[config.mk]
export PLATFORM = sky130hd
export DESIGN_NAME = utf8_stream_validator_unit_flat
export DESIGN_NICKNAME = d
export VERILOG_FILES = /design/src/rtl/u8v_pkg.sv /design/src/rtl/u8v_ifs.sv /design/src/rtl/u8v_in_stage.sv /design/src/rtl/u8v_decode.sv /design/src/rtl/utf8_stream_validator_unit.sv /design/src/flat_wrapper.sv
export SDC_FILE = /design/constraint.sdc
export NUM_CORES = 1
export LEC_CHECK = 0
export ABC_AREA = 1
export BUFFER_PORTS_ARGS = -buffer_cell sky130_fd_sc_hd__buf_2
export CAP_MARGIN = 20
export CORE_MARGIN = 1
export CORE_UTILIZATION = 51
export DETAILED_ROUTE_END_ITERATION = 12
export GPL_ROUTABILITY_DRIVEN = 0
export PLACE_DENSITY_LB_ADDON = 0.1
export RECOVER_POWER = 50
export SETUP_SLACK_MARGIN = 0.02
export SLEW_MARGIN = 20
export SYNTH_ARGS = -nofsm -noshare
export SYNTH_HDL_FRONTEND = slang
export SYNTH_HIERARCHICAL = 1
export SYNTH_SLANG_ARGS = --single-unit
[constraint.sdc]
create_clock -name clk -period 2.9 [get_ports clk]
set_input_delay 0.145 -clock clk [delete_from_list [all_inputs] [get_ports clk]]
set_output_delay 0.145 -clock clk [all_outputs]
set_load 0.1 [all_outputs]
[src/rtl/u8v_pkg.sv]
`default_nettype none

package u8v_pkg;

    localparam int unsigned ByteWidth = 8;
    localparam int unsigned CodeWidth = 21;
    localparam int unsigned CountWidth = 2;

    localparam logic [CodeWidth-1:0] MinCode2 = 21'h00080;
    localparam logic [CodeWidth-1:0] MinCode3 = 21'h00800;
    localparam logic [CodeWidth-1:0] MinCode4 = 21'h10000;
    localparam logic [CodeWidth-1:0] SurrogateLow = 21'h0d800;
    localparam logic [CodeWidth-1:0] SurrogateHigh = 21'h0dfff;
    localparam logic [CodeWidth-1:0] MaxCode = 21'h10ffff;

    localparam logic [ByteWidth-1:0] Lead2Mask = 8'he0;
    localparam logic [ByteWidth-1:0] Lead2Tag = 8'hc0;
    localparam logic [ByteWidth-1:0] Lead3Mask = 8'hf0;
    localparam logic [ByteWidth-1:0] Lead3Tag = 8'he0;
    localparam logic [ByteWidth-1:0] Lead4Mask = 8'hf8;
    localparam logic [ByteWidth-1:0] Lead4Tag = 8'hf0;
    localparam logic [ByteWidth-1:0] ContMask = 8'hc0;
    localparam logic [ByteWidth-1:0] ContTag = 8'h80;

    typedef struct packed {
        logic [ByteWidth-1:0] data_byte;
        logic                 last_byte;
    } byte_item_t;

    typedef struct packed {
        logic string_valid;
        logic string_done;
    } verdict_t;

    function automatic logic [CodeWidth-1:0] min_code(input logic [CountWidth-1:0] extra);
        logic [CodeWidth-1:0] result;
        begin
            unique case (extra)
                2'd1:    result = MinCode2;
                2'd2:    result = MinCode3;
                2'd3:    result = MinCode4;
                default: result = '0;
            endcase
            return result;
        end
    endfunction

endpackage

`default_nettype wire

[src/rtl/u8v_ifs.sv]
`default_nettype none

interface u8v_in_if;
    logic       valid;
    logic       ready;
    logic [7:0] data_byte;
    logic       last_byte;

    modport source (output valid, output data_byte, output last_byte, input ready);
    modport sink (input valid, input data_byte, input last_byte, output ready);
endinterface

interface u8v_out_if;
    logic valid;
    logic ready;
    logic string_valid;
    logic string_done;

    modport source (output valid, output string_valid, output string_done, input ready);
    modport sink (input valid, input string_valid, input string_done, output ready);
endinterface

`default_nettype wire

[src/rtl/u8v_in_stage.sv]
`default_nettype none

module u8v_in_stage (
    input  wire logic               clk,
    input  wire logic               rst_n,
    input  wire logic               up_valid,
    output logic                    up_ready,
    input  wire u8v_pkg::byte_item_t up_item,
    output logic                    dn_valid,
    input  wire logic               dn_ready,
    output u8v_pkg::byte_item_t     dn_item
);
    import u8v_pkg::*;

    logic       valid_reg;
    logic       valid_next;
    byte_item_t item_reg;

    assign up_ready = !valid_reg || dn_ready;

    always_comb
    begin
        valid_next = valid_reg;
        if (up_ready)
        begin
            valid_next = up_valid;
        end
    end

    always_ff @(posedge clk or negedge rst_n)
    begin
        if (!rst_n)
        begin
            valid_reg <= 1'b0;
        end
        else
        begin
            valid_reg <= valid_next;
        end
    end

    always_ff @(posedge clk)
    begin
        if (up_ready && up_valid)
        begin
            item_reg <= up_item;
        end
    end

    assign dn_valid = valid_reg;
    assign dn_item = item_reg;

endmodule

`default_nettype wire

[src/rtl/u8v_decode.sv]
`default_nettype none

module u8v_decode (
    input  wire logic                clk,
    input  wire logic                rst_n,
    input  wire logic                advance,
    input  wire u8v_pkg::byte_item_t item,
    output u8v_pkg::verdict_t        verdict
);
    import u8v_pkg::*;

    logic [CountWidth-1:0] pending_reg;
    logic [CountWidth-1:0] pending_next;
    logic [CountWidth-1:0] extra_reg;
    logic [CountWidth-1:0] extra_next;
    logic [CodeWidth-1:0]  accum_reg;
    logic [CodeWidth-1:0]  accum_next;
    logic                  error_reg;
    logic                  error_next;

    logic [CountWidth-1:0] dec_pending;
    logic [CountWidth-1:0] dec_extra;
    logic [CodeWidth-1:0]  dec_accum;
    logic                  dec_error;
    logic [ByteWidth-1:0]  b;

    assign b = item.data_byte;

    always_comb
    begin
        dec_pending = pending_reg;
        dec_extra = extra_reg;
        dec_accum = accum_reg;
        dec_error = error_reg;
        if (!error_reg)
        begin
            if (pending_reg == '0)
            begin
                priority if (b == '0)
                begin
                    dec_error = 1'b1;
                end
                else if (!b[ByteWidth-1])
                begin
                    dec_error = 1'b0;
                end
                else if ((b & Lead2Mask) == Lead2Tag)
                begin
                    dec_pending = 2'd1;
                    dec_extra = 2'd1;
                    dec_accum = {16'd0, b[4:0]};
                end
                else if ((b & Lead3Mask) == Lead3Tag)
                begin
                    dec_pending = 2'd2;
                    dec_extra = 2'd2;
                    dec_accum = {17'd0, b[3:0]};
                end
                else if ((b & Lead4Mask) == Lead4Tag)
                begin
                    dec_pending = 2'd3;
                    dec_extra = 2'd3;
                    dec_accum = {18'd0, b[2:0]};
                end
                else
                begin
                    dec_error = 1'b1;
                end
            end
            else if ((b & ContMask) != ContTag)
            begin
                dec_error = 1'b1;
            end
            else
            begin
                dec_accum = {accum_reg[CodeWidth-7:0], b[5:0]};
                dec_pending = pending_reg - 2'd1;
                if (dec_pending == '0)
                begin
                    if ((dec_accum < min_code(extra_reg))
                        || ((dec_accum >= SurrogateLow) && (dec_accum <= SurrogateHigh))
                        || (dec_accum > MaxCode))
                    begin
                        dec_error = 1'b1;
                    end
                end
            end
        end
    end

    always_comb
    begin
        pending_next = dec_pending;
        extra_next = dec_extra;
        accum_next = dec_accum;
        error_next = dec_error;
        verdict.string_done = item.last_byte;
        if (item.last_byte)
        begin
            verdict.string_valid = !dec_error && (dec_pending == '0);
            pending_next = '0;
            extra_next = '0;
            accum_next = '0;
            error_next = 1'b0;
        end
        else
        begin
            verdict.string_valid = !dec_error;
        end
    end

    always_ff @(posedge clk or negedge rst_n)
    begin
        if (!rst_n)
        begin
            pending_reg <= '0;
            extra_reg <= '0;
            accum_reg <= '0;
            error_reg <= 1'b0;
        end
        else if (advance)
        begin
            pending_reg <= pending_next;
            extra_reg <= extra_next;
            accum_reg <= accum_next;
            error_reg <= error_next;
        end
    end

    assert property (@(posedge clk) disable iff (!rst_n)
        pending_reg <= extra_reg)
        else $error("Pending count exceeds the sequence length.");

    assert property (@(posedge clk) disable iff (!rst_n)
        advance && item.last_byte |=> (pending_reg == '0) && !error_reg)
        else $error("State not cleared after the last byte of a string.");

    assert property (@(posedge clk) disable iff (!rst_n)
        advance && error_reg && !item.last_byte |=> error_reg && $stable(pending_reg))
        else $error("Error state changed before the end of the string.");

endmodule

`default_nettype wire

[src/rtl/utf8_stream_validator_unit.sv]
`default_nettype none
// Bytes pass the input register, the decode logic and the result register in turn.
// One byte per cycle unless the output stalls; decode state updates per byte.
// The input register and the result register each stall only when full and blocked.
// Reset is asynchronous and active low; it empties both registers and clears
// the decode state so that the next byte starts a new string.

module utf8_stream_validator_unit (
    input  wire logic clk,
    input  wire logic rst_n,
    u8v_in_if.sink    stream,
    u8v_out_if.source verdict
);
    import u8v_pkg::*;

    byte_item_t in_item;
    byte_item_t dec_item;
    logic       dec_valid;
    logic       dec_ready;
    logic       advance;
    verdict_t   dec_verdict;
    verdict_t   result_reg;
    logic       out_valid_reg;
    logic       out_valid_next;

    assign in_item.data_byte = stream.data_byte;
    assign in_item.last_byte = stream.last_byte;

    u8v_in_stage u_in_stage (
        .clk      (clk),
        .rst_n    (rst_n),
        .up_valid (stream.valid),
        .up_ready (stream.ready),
        .up_item  (in_item),
        .dn_valid (dec_valid),
        .dn_ready (dec_ready),
        .dn_item  (dec_item)
    );

    assign dec_ready = !out_valid_reg || verdict.ready;
    assign advance = dec_valid && dec_ready;

    u8v_decode u_decode (
        .clk     (clk),
        .rst_n   (rst_n),
        .advance (advance),
        .item    (dec_item),
        .verdict (dec_verdict)
    );

    always_comb
    begin
        out_valid_next = out_valid_reg;
        if (dec_ready)
        begin
            out_valid_next = dec_valid;
        end
    end

    always_ff @(posedge clk or negedge rst_n)
    begin
        if (!rst_n)
        begin
            out_valid_reg <= 1'b0;
        end
        else
        begin
            out_valid_reg <= out_valid_next;
        end
    end

    always_ff @(posedge clk)
    begin
        if (advance)
        begin
            result_reg <= dec_verdict;
        end
    end

    assign verdict.valid = out_valid_reg;
    assign verdict.string_valid = result_reg.string_valid;
    assign verdict.string_done = result_reg.string_done;

endmodule

`default_nettype wire

[src/flat_wrapper.sv]
// flat-port wrapper written by rule: the top's interface ports become plain ports
module utf8_stream_validator_unit_flat import u8v_pkg::*;
  (clk, rst_n, stream_valid, stream_data_byte, stream_last_byte, stream_ready, verdict_valid, verdict_string_valid, verdict_string_done, verdict_ready);
  u8v_in_if stream_i ();
  u8v_out_if verdict_i ();
  input  wire logic clk;
  input  wire logic rst_n;
  input wire logic [$bits(stream_i.valid)-1:0] stream_valid;
  input wire logic [$bits(stream_i.data_byte)-1:0] stream_data_byte;
  input wire logic [$bits(stream_i.last_byte)-1:0] stream_last_byte;
  output wire logic [$bits(stream_i.ready)-1:0] stream_ready;
  output wire logic [$bits(verdict_i.valid)-1:0] verdict_valid;
  output wire logic [$bits(verdict_i.string_valid)-1:0] verdict_string_valid;
  output wire logic [$bits(verdict_i.string_done)-1:0] verdict_string_done;
  input wire logic [$bits(verdict_i.ready)-1:0] verdict_ready;
  assign stream_i.valid = stream_valid;
  assign stream_i.data_byte = stream_data_byte;
  assign stream_i.last_byte = stream_last_byte;
  assign stream_ready = stream_i.ready;
  assign verdict_valid = verdict_i.valid;
  assign verdict_string_valid = verdict_i.string_valid;
  assign verdict_string_done = verdict_i.string_done;
  assign verdict_i.ready = verdict_ready;
  utf8_stream_validator_unit u_core (.clk(clk), .rst_n(rst_n), .stream(stream_i), .verdict(verdict_i));
endmodule
# [Word-level counts from Yosys, hierarchy flattened]
# Index checks and enable logic that the tools add are counted.
[classes] n_mux=43 multipliers=0 reduce_logical=20 order_cmp=4 eq_ne=13 n_bitwise=0 div_mod_pow=0 addsub=1 n_shift=0
[op_table] op="$mux 15" count=9
[op_table] op="$mux 21" count=4
[op_table] op="$pmux 17 s3" count=1
[op_table] op="$mux 2" count=17
[op_table] op="$ge 21x16->1 const B" count=1
[op_table] op="$gt 21x21->1 const B" count=1
[op_table] op="$le 21x16->1 const B" count=1
[op_table] op="$lt 21x21->1" count=1
[op_table] op="$mux 1" count=12
[op_table] op="$reduce_and 6->1" count=2
[op_table] op="$logic_not 8->1" count=1
[op_table] op="$logic_not 2->1" count=3
[op_table] op="$ne 3x2->1 const B" count=2
[op_table] op="$eq 5x5->1 const B" count=1
[op_table] op="$ne 5x1->1 const B" count=1
[op_table] op="$eq 2x2->1 const B" count=2
[op_table] op="$eq 4x4->1 const B" count=1
[op_table] op="$logic_and 1x1->1" count=4
[op_table] op="$logic_or 1x1->1" count=4
[op_table] op="$ne 2x1->1 const B" count=2
[op_table] op="$reduce_bool 2->1" count=2
[op_table] op="$reduce_bool 4->1" count=1
[op_table] op="$eq 3x3->1 const B" count=1
[op_table] op="$logic_not 1->1" count=3
[op_table] op="other kinds (4)" count=4
[totals] latchBits=0 wordCells=91 ramBits=0 mem_count=0 out_inout_bits=4 rom_bits=0 regBits=33

# [Longest topological paths before layout]
# Gate-level depths: netlist of run 1.
[logic_depth] word_depth=17 depth_mapped=13 ltp_nobuf=13

# [Cells and area by module]
# Netlist of run 1, hierarchy kept.
[modules_own_cells] module="u8v_decode" cells_per_inst=184 area_per_inst_um2=1270.0 n_inst=1
[modules_own_cells] module="u8v_in_stage" cells_per_inst=15 area_per_inst_um2=315.3 n_inst=1
[modules_own_cells] module="utf8_stream_validator_unit" cells_per_inst=8 area_per_inst_um2=105.1 n_inst=1

# [Worst setup path after synthesis of run 1]
# Ideal clock, no wire load.
[synth_timing] path_kind="flip-flop to flip-flop" startpoint="register u_core.out_valid_reg, in the netlist u_core/verdict.valid" endpoint="register u_core.u_decode.accum_reg[3]" arrival_ps=1919 setup_time_ps=122 required_ps=2778 synth_period_minus_slack_ps=2041 path_stages_with_launch=8 path_slack_ps=859 path_cell_list="dfrtp_1 > a21oi_1 > o21ai_1 > a21oi_2 > nand2_2 > buf_6 > a21oi_1 > a21oi_2"
[synth_via] elab_chain_cells=4
[synth_rtl] element="start: declaration" line="utf8_stream_validator_unit.sv:23" rtl="logic out_valid_reg;"
[synth_rtl] element="start signal: assignment" line="utf8_stream_validator_unit.sv:68" rtl="out_valid_reg <= out_valid_next;"
[synth_rtl] element="$logic_not 1->1" line="utf8_stream_validator_unit.sv:40" rtl="assign dec_ready = !out_valid_reg || verdict.ready;"
[synth_rtl] element="$logic_or 1x1->1" line="utf8_stream_validator_unit.sv:40"
[synth_rtl] element="$logic_and 1x1->1" line="utf8_stream_validator_unit.sv:41" rtl="assign advance = dec_valid && dec_ready;"
[synth_rtl] element="via u_core.advance" line="utf8_stream_validator_unit.sv:20" rtl="logic advance;"
[synth_rtl] element="$reduce_and 6->1 (no source line)"
[synth_rtl] element="end signal: assignment" line="u8v_decode.sv:125" rtl="accum_reg <= accum_next;"
[synth_rtl] element="end: declaration" line="u8v_decode.sv:16" rtl="logic [CodeWidth-1:0] accum_reg;"
# The timed path passes the listed nets, and every way through them passes these cells.
# A chain may end at the register's enable or synchronous reset.

# [Worst setup path in the final report of run 1]
[layout_timing] startpoint="register u_core.u_in_stage.valid_reg, in the netlist u_core/u_in_stage/dn_valid" endpoint="register u_core.u_decode.accum_reg[3]"
[layout_via] elab_chain_cells=2
[layout_rtl] element="start: declaration" line="u8v_in_stage.sv:15" rtl="logic valid_reg;"
[layout_rtl] element="start signal: assignment" line="u8v_in_stage.sv:38" rtl="valid_reg <= valid_next;"
[layout_rtl] element="$logic_and 1x1->1" line="utf8_stream_validator_unit.sv:41"
[layout_rtl] element="via u_core.advance" line="utf8_stream_validator_unit.sv:20"
[layout_rtl] element="$reduce_and 6->1 (no source line)"
# The timed path passes the listed nets, and every way through them passes these cells.

==> results of run 1 <==
-- worst paths after layout --
check | from | endpoint | slack [ns] | depth (start not counted)
setup / recovery | u_core/u_in_stage/dn_valid$_DFFE_PN0P_ | u_core/u_decode/accum_reg[3]$_DFFE_PN0P_ | 0.98 | 8
max in group asynchronous | rst_n | u_core/u_decode/error_reg$_DFFE_PN0P_ | 1.59 | 2
hold reg to reg | u_core/u_decode/accum_reg[0]$_DFFE_PN0P_ | u_core/u_decode/accum_reg[0]$_DFFE_PN0P_ | 0.50 | 2
hold / removal | verdict_ready | u_core/verdict.valid$_DFFE_PN0P_ | 0.06 | 4
min in group asynchronous | rst_n | u_core/u_decode/accum_reg[14]$_DFFE_PN0P_ | 0.58 | 2
setup reg to reg | u_core/u_in_stage/dn_valid$_DFFE_PN0P_ | u_core/u_decode/accum_reg[3]$_DFFE_PN0P_ | 0.98 | 8
-- area by class of cell --
class,instances,area share (%)
tap,44,2.804
clock inverter,2,0.4461
multi-input combinational,144,34.29
clock buffer,6,2.613
sequential,33,44.87
timing repair buffer,29,10.20
inverter,25,4.780
-- synthesized netlist by cell type (all sizes together) --
cell,count
edfxtp,11
buf,5
o21ai,23
a21oi,13
dfrtp,22
inv,25
ha,4
or2,1
nor3,2
nand2,66
nand4,1
nor2,25
or3,1
o31ai,1
a31oi,1
nand3,4
o22ai,2
-- where the power goes --
group	switching [W]	total (W)	internal, W
combinational	0.000361	0.000547	0.000186
sequential	0.0000676	0.000639	0.000572
clock	0.000152	0.000265	0.000114
total	0.000580	0.00145	0.000872
-- per-layer routing --
layer	global-route usage [%]	part of all wire, %
met4	8.970	1.7
met3	7.860	4.3
met2	35.47	47
met5	0	0
met1	25.53	47
-- cell families (layout without fill, tap and decap cells) --
logic type                 Yosys count  after routing  synth area share, %
adders and majority gates            4              4                2.961
buffers and inverters               30             62                8.067
and+or+nand+nor                    100            100                23.69
AOI/OAI and AO/OA                   40             40                13.18
DFF                                 33             33                52.11
-- worst reg2reg max path: stages, from the launching register on --
cell	delay, ns
dfrtp_1	0.38
inv_1	0.06
a21oi_1	0.11
clkbuf_1	0.34
o21ai_1	0.17
a21oi_2	0.14
nand2_2	0.30
a21oi_1	0.26
a21oi_2	0.04
-- placed cells by master (no fill, tap or decap), types with 2 or more instances in the layout --
cell type      count
clkbuf_4           5
a21oi_1           10
nand3_1            4
nor2_1            24
inv_1             24
nor3_1             2
a21oi_2            3
dfrtp_1           22
dlygate4sd3_1     11
edfxtp_1          11
clkbuf_1           2
o22ai_1            2
o21ai_1            8
nand2_1           65
o21ai_0           15
buf_2             15
ha_1               4
-- metrics by stage --
step	total power (W)	util [%]	instance area (µm²)
6_report	0.001452	63.27	1963
5_1_grt	0.001566	63.27	1963
4_1_cts	0.001462	63.43	1968
3_5_place_dp	0.001184	57.94	1798
3_3_place_gp	0.001160	57.94	1798
2_1_floorplan	0.001073	-	1690
==> out/metrics.cfg, run 1 <==
[cts]
cts_tree = built
cts-root-buf = clkbuf_4
ctsHoldBuffers = 11
ctsResizeCount = 0
postCtsSetupRepairBufs = 0
clock_latency_ns = 0.34
cts_htree_levels = 2
cts_buffers = 5
cts_sinks = 33
cts.clk_slew.worst_paths_ns = 0.10
clock_path_buffers = 2

[synth]
ys_warn_count = 6
yosys_register_bits = 33
synth_top_area_share_pct = 32.57
syn_nets = 224
syn_inst = 207
ys_seq_area_share_pct = 52.11
synth_top_area_cell = dfrtp_1
syn_area_um2 = 1690
synth_area_leaders = dfrtp_1, edfxtp_1, nand2_1
yosysUniqueCellTypes = 24
syn_area_per_cell_um2 = 8.166

[sta]
hold_violations = 0
drv_slew = 0
finalSetupViolations = 0
tns_ns = 0
min_period_over_period_pct = 66.16
fin_crit_ns = 1.919
rsz0062_at_grt = false
hold_ws_ns = 0.06425
clock.fmax_mhz = 521.2
fin_skew_ns = 0.007879
relSlewSlack_pct = 18.30
timing.final.ws_setup_ns = 0.9814
worst_slew_pin_slew_ns = 1.226

[critical_path]
required_ns = 3.12
critical_path_arrival_ns = 2.14
start_kind = flop
critical_path_class = reg2reg
cp_max_fo = 30
endpoint_kind = flop
crit_path_cell_trace = inv_1 -> a21oi_1 -> clkbuf_1 -> o21ai_1 -> a21oi_2 -> nand2_2 -> a21oi_1 -> a21oi_2
crit_family = compound AO/OA/AOI/OAI gates
max_stage_delay_ns = 0.38
crit_buf_inv = 2
slowest_stage = dfrtp_1

[global_route]
grt_pass1_vias = 1344
grt_max_degree = 31
overflow = 0
grt_pass1_wl_um = 5444
antenna_found_initial = 0
grt_usage_pct = 21.58

[job]
drv_cap = 0

[routing]
drt_wl_total_um = 3330
drcViolationCount = 0
ant_nets = 0
vias_per_cell = 5.025
initialDrtViolationCount = 95
wire_per_inst_um = 11.77
dr.pass1.iters = 4
num_vias = 1422

[power]
p_leak_nw = 0.9291
power_density_nw_per_um2 = 739.8
irDropWorstVdd_mv = 0.3294

[layout]
layout-drive-gt1-share_pct = 13.39
n_fill_cell = 290
seq_area_um2 = 880.8
areaGrowthSynthToFinish_pct = 16.14
n_antenna_cell = 0
instances_no_fill = 283
multiInputGateArea_um2 = 673.1
largest_reg_flops = 15
finish.net_count = 255

[place]
dp_slack_ns = 1.002
dp_cells = 264
dpl.hpwl_um = 2324
portBuffers = 16

[die]
die_w_um = 59.57
initial_utilization_pct = 54.48
row_count = 20
fp.dieH_um = 59.57
dieArea_um2 = 3549
ios = 17
core_area_um2 = 3103

[worst_hold_path]
hold_class = in2reg

[outcome]
status = completed

(Power assumes the default switching activity.)
==> run 2, diff against run 1 <==
Clock period 2.9 ns to 2 ns, I/O delays scaled along.
==> out/metrics.cfg, run 2 (same netlist as run 1, synthesis figures left out) <==
[global_route]
overflow = 0  ; unchanged
antenna_found_initial = 0  ; unchanged
grt_pass1_wl_um = 5582  ; +2.5%
grt_usage_pct = 21.59  ; about the same
grt_max_degree = 31  ; unchanged
grt_pass1_vias = 1307  ; -2.8%

[cts]
cts.clk_slew.worst_paths_ns = 0.11  ; about the same
cts_buffers = 5  ; unchanged
cts_tree = built
cts-root-buf = clkbuf_4
cts_sinks = 33  ; unchanged
clock_latency_ns = 0.33  ; about the same
cts_htree_levels = 2  ; unchanged
clock_path_buffers = 2  ; unchanged

[layout]
n_antenna_cell = 0  ; unchanged
design_area_um2 = 2022  ; +3.0%
final_cell_mix = nand2_1, inv_1, nor2_1, dfrtp_1
finish.net_count = 255  ; unchanged
largest_reg_flops = 15  ; unchanged
final_common_cell = nand2_1
areaGrowthSynthToFinish_pct = 19.62
layout-drive-gt1-share_pct = 15.48  ; +2.1 points

[critical_path]
required_ns = 2.09  ; -1.03 ns
start_kind = flop
crit_path_cell_trace = inv_1 -> ha_2 -> inv_1 -> a21oi_1 -> nand2_1 -> o21ai_0 -> nand2_1 -> nand2_1 -> inv_1 -> a21oi_1 -> nor2_1
cp_max_fo = 6  ; -80%
critical_path_class = reg2reg
critical_path_arrival_ns = 1.87  ; -0.27 ns
slowest_stage = dfrtp_1
crit_family = flip-flops
endpoint_kind = flop
crit_buf_inv = 3  ; +1
max_stage_delay_ns = 0.39  ; about the same

[routing]
route.met3.wl_um = 159  ; +10%
dr_wl_met2_um = 1538  ; -1.8%
drt-met1-wl_um = 1505  ; -3.6%
initialDrtViolationCount = 71  ; -25%
ant_nets = 0  ; unchanged
drcViolationCount = 0  ; unchanged
drt_wl_total_um = 3228  ; -3.1%
wire_per_inst_um = 11.41  ; -3.1%
top_layer = met4
num_vias = 1384  ; -2.7%
dr.pass1.iters = 4  ; unchanged
vias_per_cell = 4.890  ; -2.7%

[sta]
fin_skew_ns = 0.008256  ; +0.0003768 ns
clock.fmax_mhz = 562.5  ; +7.9%
relSlewSlack_pct = 16.11  ; -2.2 points
drv_slew = 0  ; unchanged
min_period_over_period_pct = 88.88  ; +23 points
hold_violations = 0  ; unchanged
worst_slew_pin_slew_ns = 1.258  ; +0.03283 ns
tns_ns = 0  ; unchanged
fin_crit_ns = 1.778  ; -0.1409 ns
rsz0062_at_grt = false
finalSetupViolations = 0  ; unchanged

[power]
irDropWorstVdd_mv = 0.5304  ; +61%
power_density_nw_per_um2 = 1162  ; +57%
p_leak_nw = 0.9549  ; +2.8%

[die]
core_area_um2 = 3103  ; unchanged
fp.dieH_um = 59.57  ; unchanged
row_count = 20  ; unchanged
initial_utilization_pct = 54.48  ; unchanged
ios = 17  ; unchanged
dieArea_um2 = 3549  ; unchanged
die_w_um = 59.57  ; unchanged

[place]
dpl.hpwl_um = 2284  ; -1.7%
postPlaceCellArea_um2 = 1803  ; +0.28%
portBuffers = 16  ; unchanged

[job]
drv_cap = 0  ; unchanged

[worst_hold_path]
hold_class = in2reg

[outcome]
status = completed

## run 2: worst paths after layout
kind,startpoint,to,slack (ns),cells after the start
max in group asynchronous,rst_n,u_core/verdict.valid$_DFFE_PN0P_,0.62,2
min in group asynchronous,rst_n,u_core/u_decode/accum_reg[13]$_DFFE_PN0P_,0.56,2
setup reg to reg,u_core/u_decode/pending_reg[0]$_DFFE_PN0P_,u_core/verdict.string_valid$_DFFE_PP_,0.22,11
hold / removal,verdict_ready,u_core/verdict.valid$_DFFE_PN0P_,0.02,4
setup / recovery,u_core/u_decode/pending_reg[0]$_DFFE_PN0P_,u_core/verdict.string_valid$_DFFE_PP_,0.22,11
hold reg to reg,u_core/u_decode/accum_reg[12]$_DFFE_PN0P_,u_core/u_decode/accum_reg[12]$_DFFE_PN0P_,0.50,2
## run 2: metal layers
metal  global-route usage (%)  up-vias
li1                         -      729
met1                    27.41      614
met2                    35.31       37
met3                    6.114        4
met4                    7.641        0
met5                        0        -
## run 2: final cells by class
class / count / area, µm²
Multi-Input combinational cell: 144 / 684.4
Fill cell: 295 / 1081
Clock inverter: 3 / 65.06
Tap cell: 44 / 55.05
Timing Repair Buffer: 29 / 203.9
Clock buffer: 5 / 37.54
Inverter: 25 / 93.84
Sequential cell: 33 / 882.1
## run 2: what timing repair did
action	in CTS	in global routing
setup buffers	0	0
hold endpoints to repair	32	0
setup endpoints to repair	0	3
hold buffers	11	0
resized for setup	0	2
## run 2: worst register-to-register path: stages, from the launching register on
cell	delay, ns
dfrtp_1	0.39
inv_1	0.12
ha_2	0.26
inv_1	0.12
a21oi_1	0.13
nand2_1	0.06
o21ai_0	0.08
nand2_1	0.07
nand2_1	0.07
inv_1	0.05
a21oi_1	0.14
nor2_1	0.06
## run 2: where the power goes
part           internal [W]  switching (W)  leakage, nW
sequential         0.000829      0.0000974        0.393
combinational      0.000279       0.000527        0.506
clock              0.000387       0.000231       0.0552
total               0.00149       0.000855        0.955
## run 2: through the flow
step	util (%)	instances	hold slack [ns]	power [W]	setup WS, ns
global placement	58.10	264	0.08940	0.001684	0.2318
CTS	64.96	283	0.008286	0.002353	0.1696
floorplan	-	207	-0.1956	0.001557	0.2799
detailed placement	58.10	264	0.1033	0.001715	0.1943
global route	65.16	283	0.02683	0.002537	0.04629
finish	65.16	283	0.02234	0.002349	0.2223
==> run 3, diff against run 2 <==
Clock period 2 ns to 1.6 ns, I/O delays scaled along.
==> out/metrics.cfg, run 3 (same netlist as run 1, synthesis figures left out) <==
[layout]
n_antenna_cell = 0  ; unchanged
instances_no_fill = 298  ; +5.3%
final_cell_mix = nand2_1, nor2_1, inv_1, dfrtp_1, buf_4
largest_reg_flops = 15  ; unchanged
design_area_um2 = 2167  ; +7.2%
final_common_cell = nand2_1
areaGrowthSynthToFinish_pct = 28.20
layout-drive-gt1-share_pct = 25.59  ; +10 points
finish.net_count = 270  ; +5.9%

[critical_path]
start_kind = flop
cp_max_fo = 3  ; -3
worstReg2RegStart = u_core/u_decode/extra_reg[0]$_DFFE_PN0P_
startpoint = u_core/u_decode/extra_reg[0]$_DFFE_PN0P_
endpoint_kind = flop
critical_path_class = reg2reg
required_ns = 1.70  ; -0.39 ns
critical_path_arrival_ns = 1.72  ; -0.15 ns

[power]
irDropWorstVdd_mv = 0.9069  ; +71%
switchingPower_w = 0.001162  ; +36%
intPower_w = 0.001787  ; +20%
p_clk_share_pct = 15.2  ; -11 points
p_leak_nw = 1.008  ; +5.6%
p_sw_share_pct = 39.39  ; +3.0 points
pwr-share-comb_pct = 45.0  ; +11 points
power_density_nw_per_um2 = 1361  ; +17%
seqPwrFrac_pct = 39.8  ; +0.4 points

[die]
dieArea_um2 = 3549  ; unchanged
fp.dieH_um = 59.57  ; unchanged
ios = 17  ; unchanged
row_count = 20  ; unchanged
initial_utilization_pct = 54.48  ; unchanged
core_area_um2 = 3103  ; unchanged
die_w_um = 59.57  ; unchanged

[cts]
cts_sinks = 33  ; unchanged
clock_latency_ns = 0.33  ; about the same
cts_buffers = 5  ; unchanged
cts.clk_slew.worst_paths_ns = 0.11  ; about the same
cts-root-buf = clkbuf_4
cts_tree = built
clock_path_buffers = 2  ; unchanged
cts_htree_levels = 2  ; unchanged

[place]
portBuffers = 16  ; unchanged
dpl.hpwl_um = 2354  ; +3.0%
postPlaceCellArea_um2 = 1929  ; +7.0%
dp_cells = 278  ; +5.3%

[sta]
rsz0062_at_grt = true
min_period_over_period_pct = 101.6  ; +13 points
finalSetupViolations = 2  ; +2
worst_slew_pin_slew_ns = 1.189  ; -0.06981 ns
relSlewSlack_pct = 20.76  ; +4.7 points
timing.final.ws_setup_ns = -0.02483  ; -0.2471 ns
clock.fmax_mhz = 615.4  ; +9.4%
fin_skew_ns = 0.01103  ; +0.002777 ns
hold_violations = 0  ; unchanged
fin_crit_ns = 1.625  ; -0.1529 ns
drv_slew = 0  ; unchanged

[worst_hold_path]
min_from = verdict_ready
hold_class = in2reg

[global_route]
grt_usage_pct = 22.18  ; +0.58 points
grt_max_degree = 30  ; -3.2%
grt_pass1_vias = 1392  ; +6.5%
antenna_found_initial = 0  ; unchanged
grt_pass1_wl_um = 5664  ; +1.5%
overflow = 0  ; unchanged

[routing]
num_vias = 1423  ; +2.8%
initialDrtViolationCount = 75  ; +5.6%
wire_per_inst_um = 11.41  ; about the same
drcViolationCount = 0  ; unchanged
vias_per_cell = 4.775  ; -2.4%
ant_nets = 0  ; unchanged
drt_wl_total_um = 3399  ; +5.3%
dr.pass1.iters = 4  ; unchanged

[outcome]
status = finished with violations
violations = setup timing

[job]
drv_cap = 0  ; unchanged

==> run 3: cell count changes in the layout (fill, tap and decap cells not counted), moves of 3 or more <==
cell	before	now
buf_4	2	16
nand2_1	65	61
ha_4	0	3
inv_1	24	21
inv_2	1	4
nand2_2	0	3
==> run 3: final timing paths <==
path | endpoint | slack (ns) | cells after the start
worst min register to register | u_core/u_decode/accum_reg[12]$_DFFE_PN0P_ | 0.50 | 2
max in group asynchronous | u_core/verdict.valid$_DFFE_PN0P_ | 0.24 | 2
worst max register to register | u_core/verdict.string_valid$_DFFE_PP_ | -0.02 | 12
worst max-delay path | u_core/verdict.string_valid$_DFFE_PP_ | -0.02 | 12
worst min-delay path | u_core/verdict.valid$_DFFE_PN0P_ | 0.03 | 4
min in group asynchronous | u_core/u_decode/accum_reg[13]$_DFFE_PN0P_ | 0.50 | 2
==> run 3: routing by layer <==
metal	global-route usage, %	part of all wire [%]	vias up
met5	0	0	-
met4	8.970	1.3	0
met3	6.769	4.1	4
met2	35.96	48	29
met1	27.62	47	634
li1	-	-	756
==> run 3: worst max-delay path: stages, from the launching register on <==
cell     delay (ns)
dfrtp_1        0.43
inv_2          0.09
nand2_4        0.05
ha_4           0.15
or2_4          0.22
nor2_1         0.08
nand2_1        0.05
nand2_1        0.05
nand2_1        0.04
nand3_1        0.06
nand2_1        0.06
nand2_1        0.06
nor2_1         0.04
==> run 3: cell type report <==
type | instances | area (µm²)
inverters | 25 | 93.84
multi-input cells | 144 | 745.7
well taps | 44 | 55.05
flip-flops and latches | 33 | 885.9
fillers | 273 | 935.9
repair buffers | 44 | 331.6
clock inverters | 3 | 17.52
clock buffers | 5 | 37.54
==> run 3: power by group through the flow <==
stage	Clock [W]	Sequential (W)	Combinational, W
floorplan	0	0.00124	0.000714
global placement	0	0.00116	0.00112
detailed placement	0	0.00117	0.00115
CTS	0.000469	0.00116	0.00121
global route	0.000505	0.00119	0.00148
finish	0.000449	0.00117	0.00133
==> run 3: timing repair <==
item / CTS / global route
resized for setup: 3 / 16
hold endpoints to repair: 32 / 0
setup endpoints to repair: 8 / 22
setup buffers: 0 / 1
pin swaps: 5 / 3
hold buffers: 11 / 0
==> run 3: through the flow <==
step | worst slack (ns) | total power, W | hold WS, ns | TNS, ns | util (%)
6_report | -0.02483 | 0.002949 | 0.02876 | -0.02885 | 69.84
5_1_grt | -0.1518 | 0.003180 | 0.03070 | -0.5361 | 69.84
4_1_cts | -0.03616 | 0.002830 | 0.01358 | -0.07226 | 67.98
3_5_place_dp | -0.06092 | 0.002324 | 0.07634 | -0.07902 | 62.18
3_3_place_gp | -0.01666 | 0.002282 | 0.06752 | -0.01666 | 62.18
2_1_floorplan | -0.06896 | 0.001949 | -0.2156 | -0.4128 | -
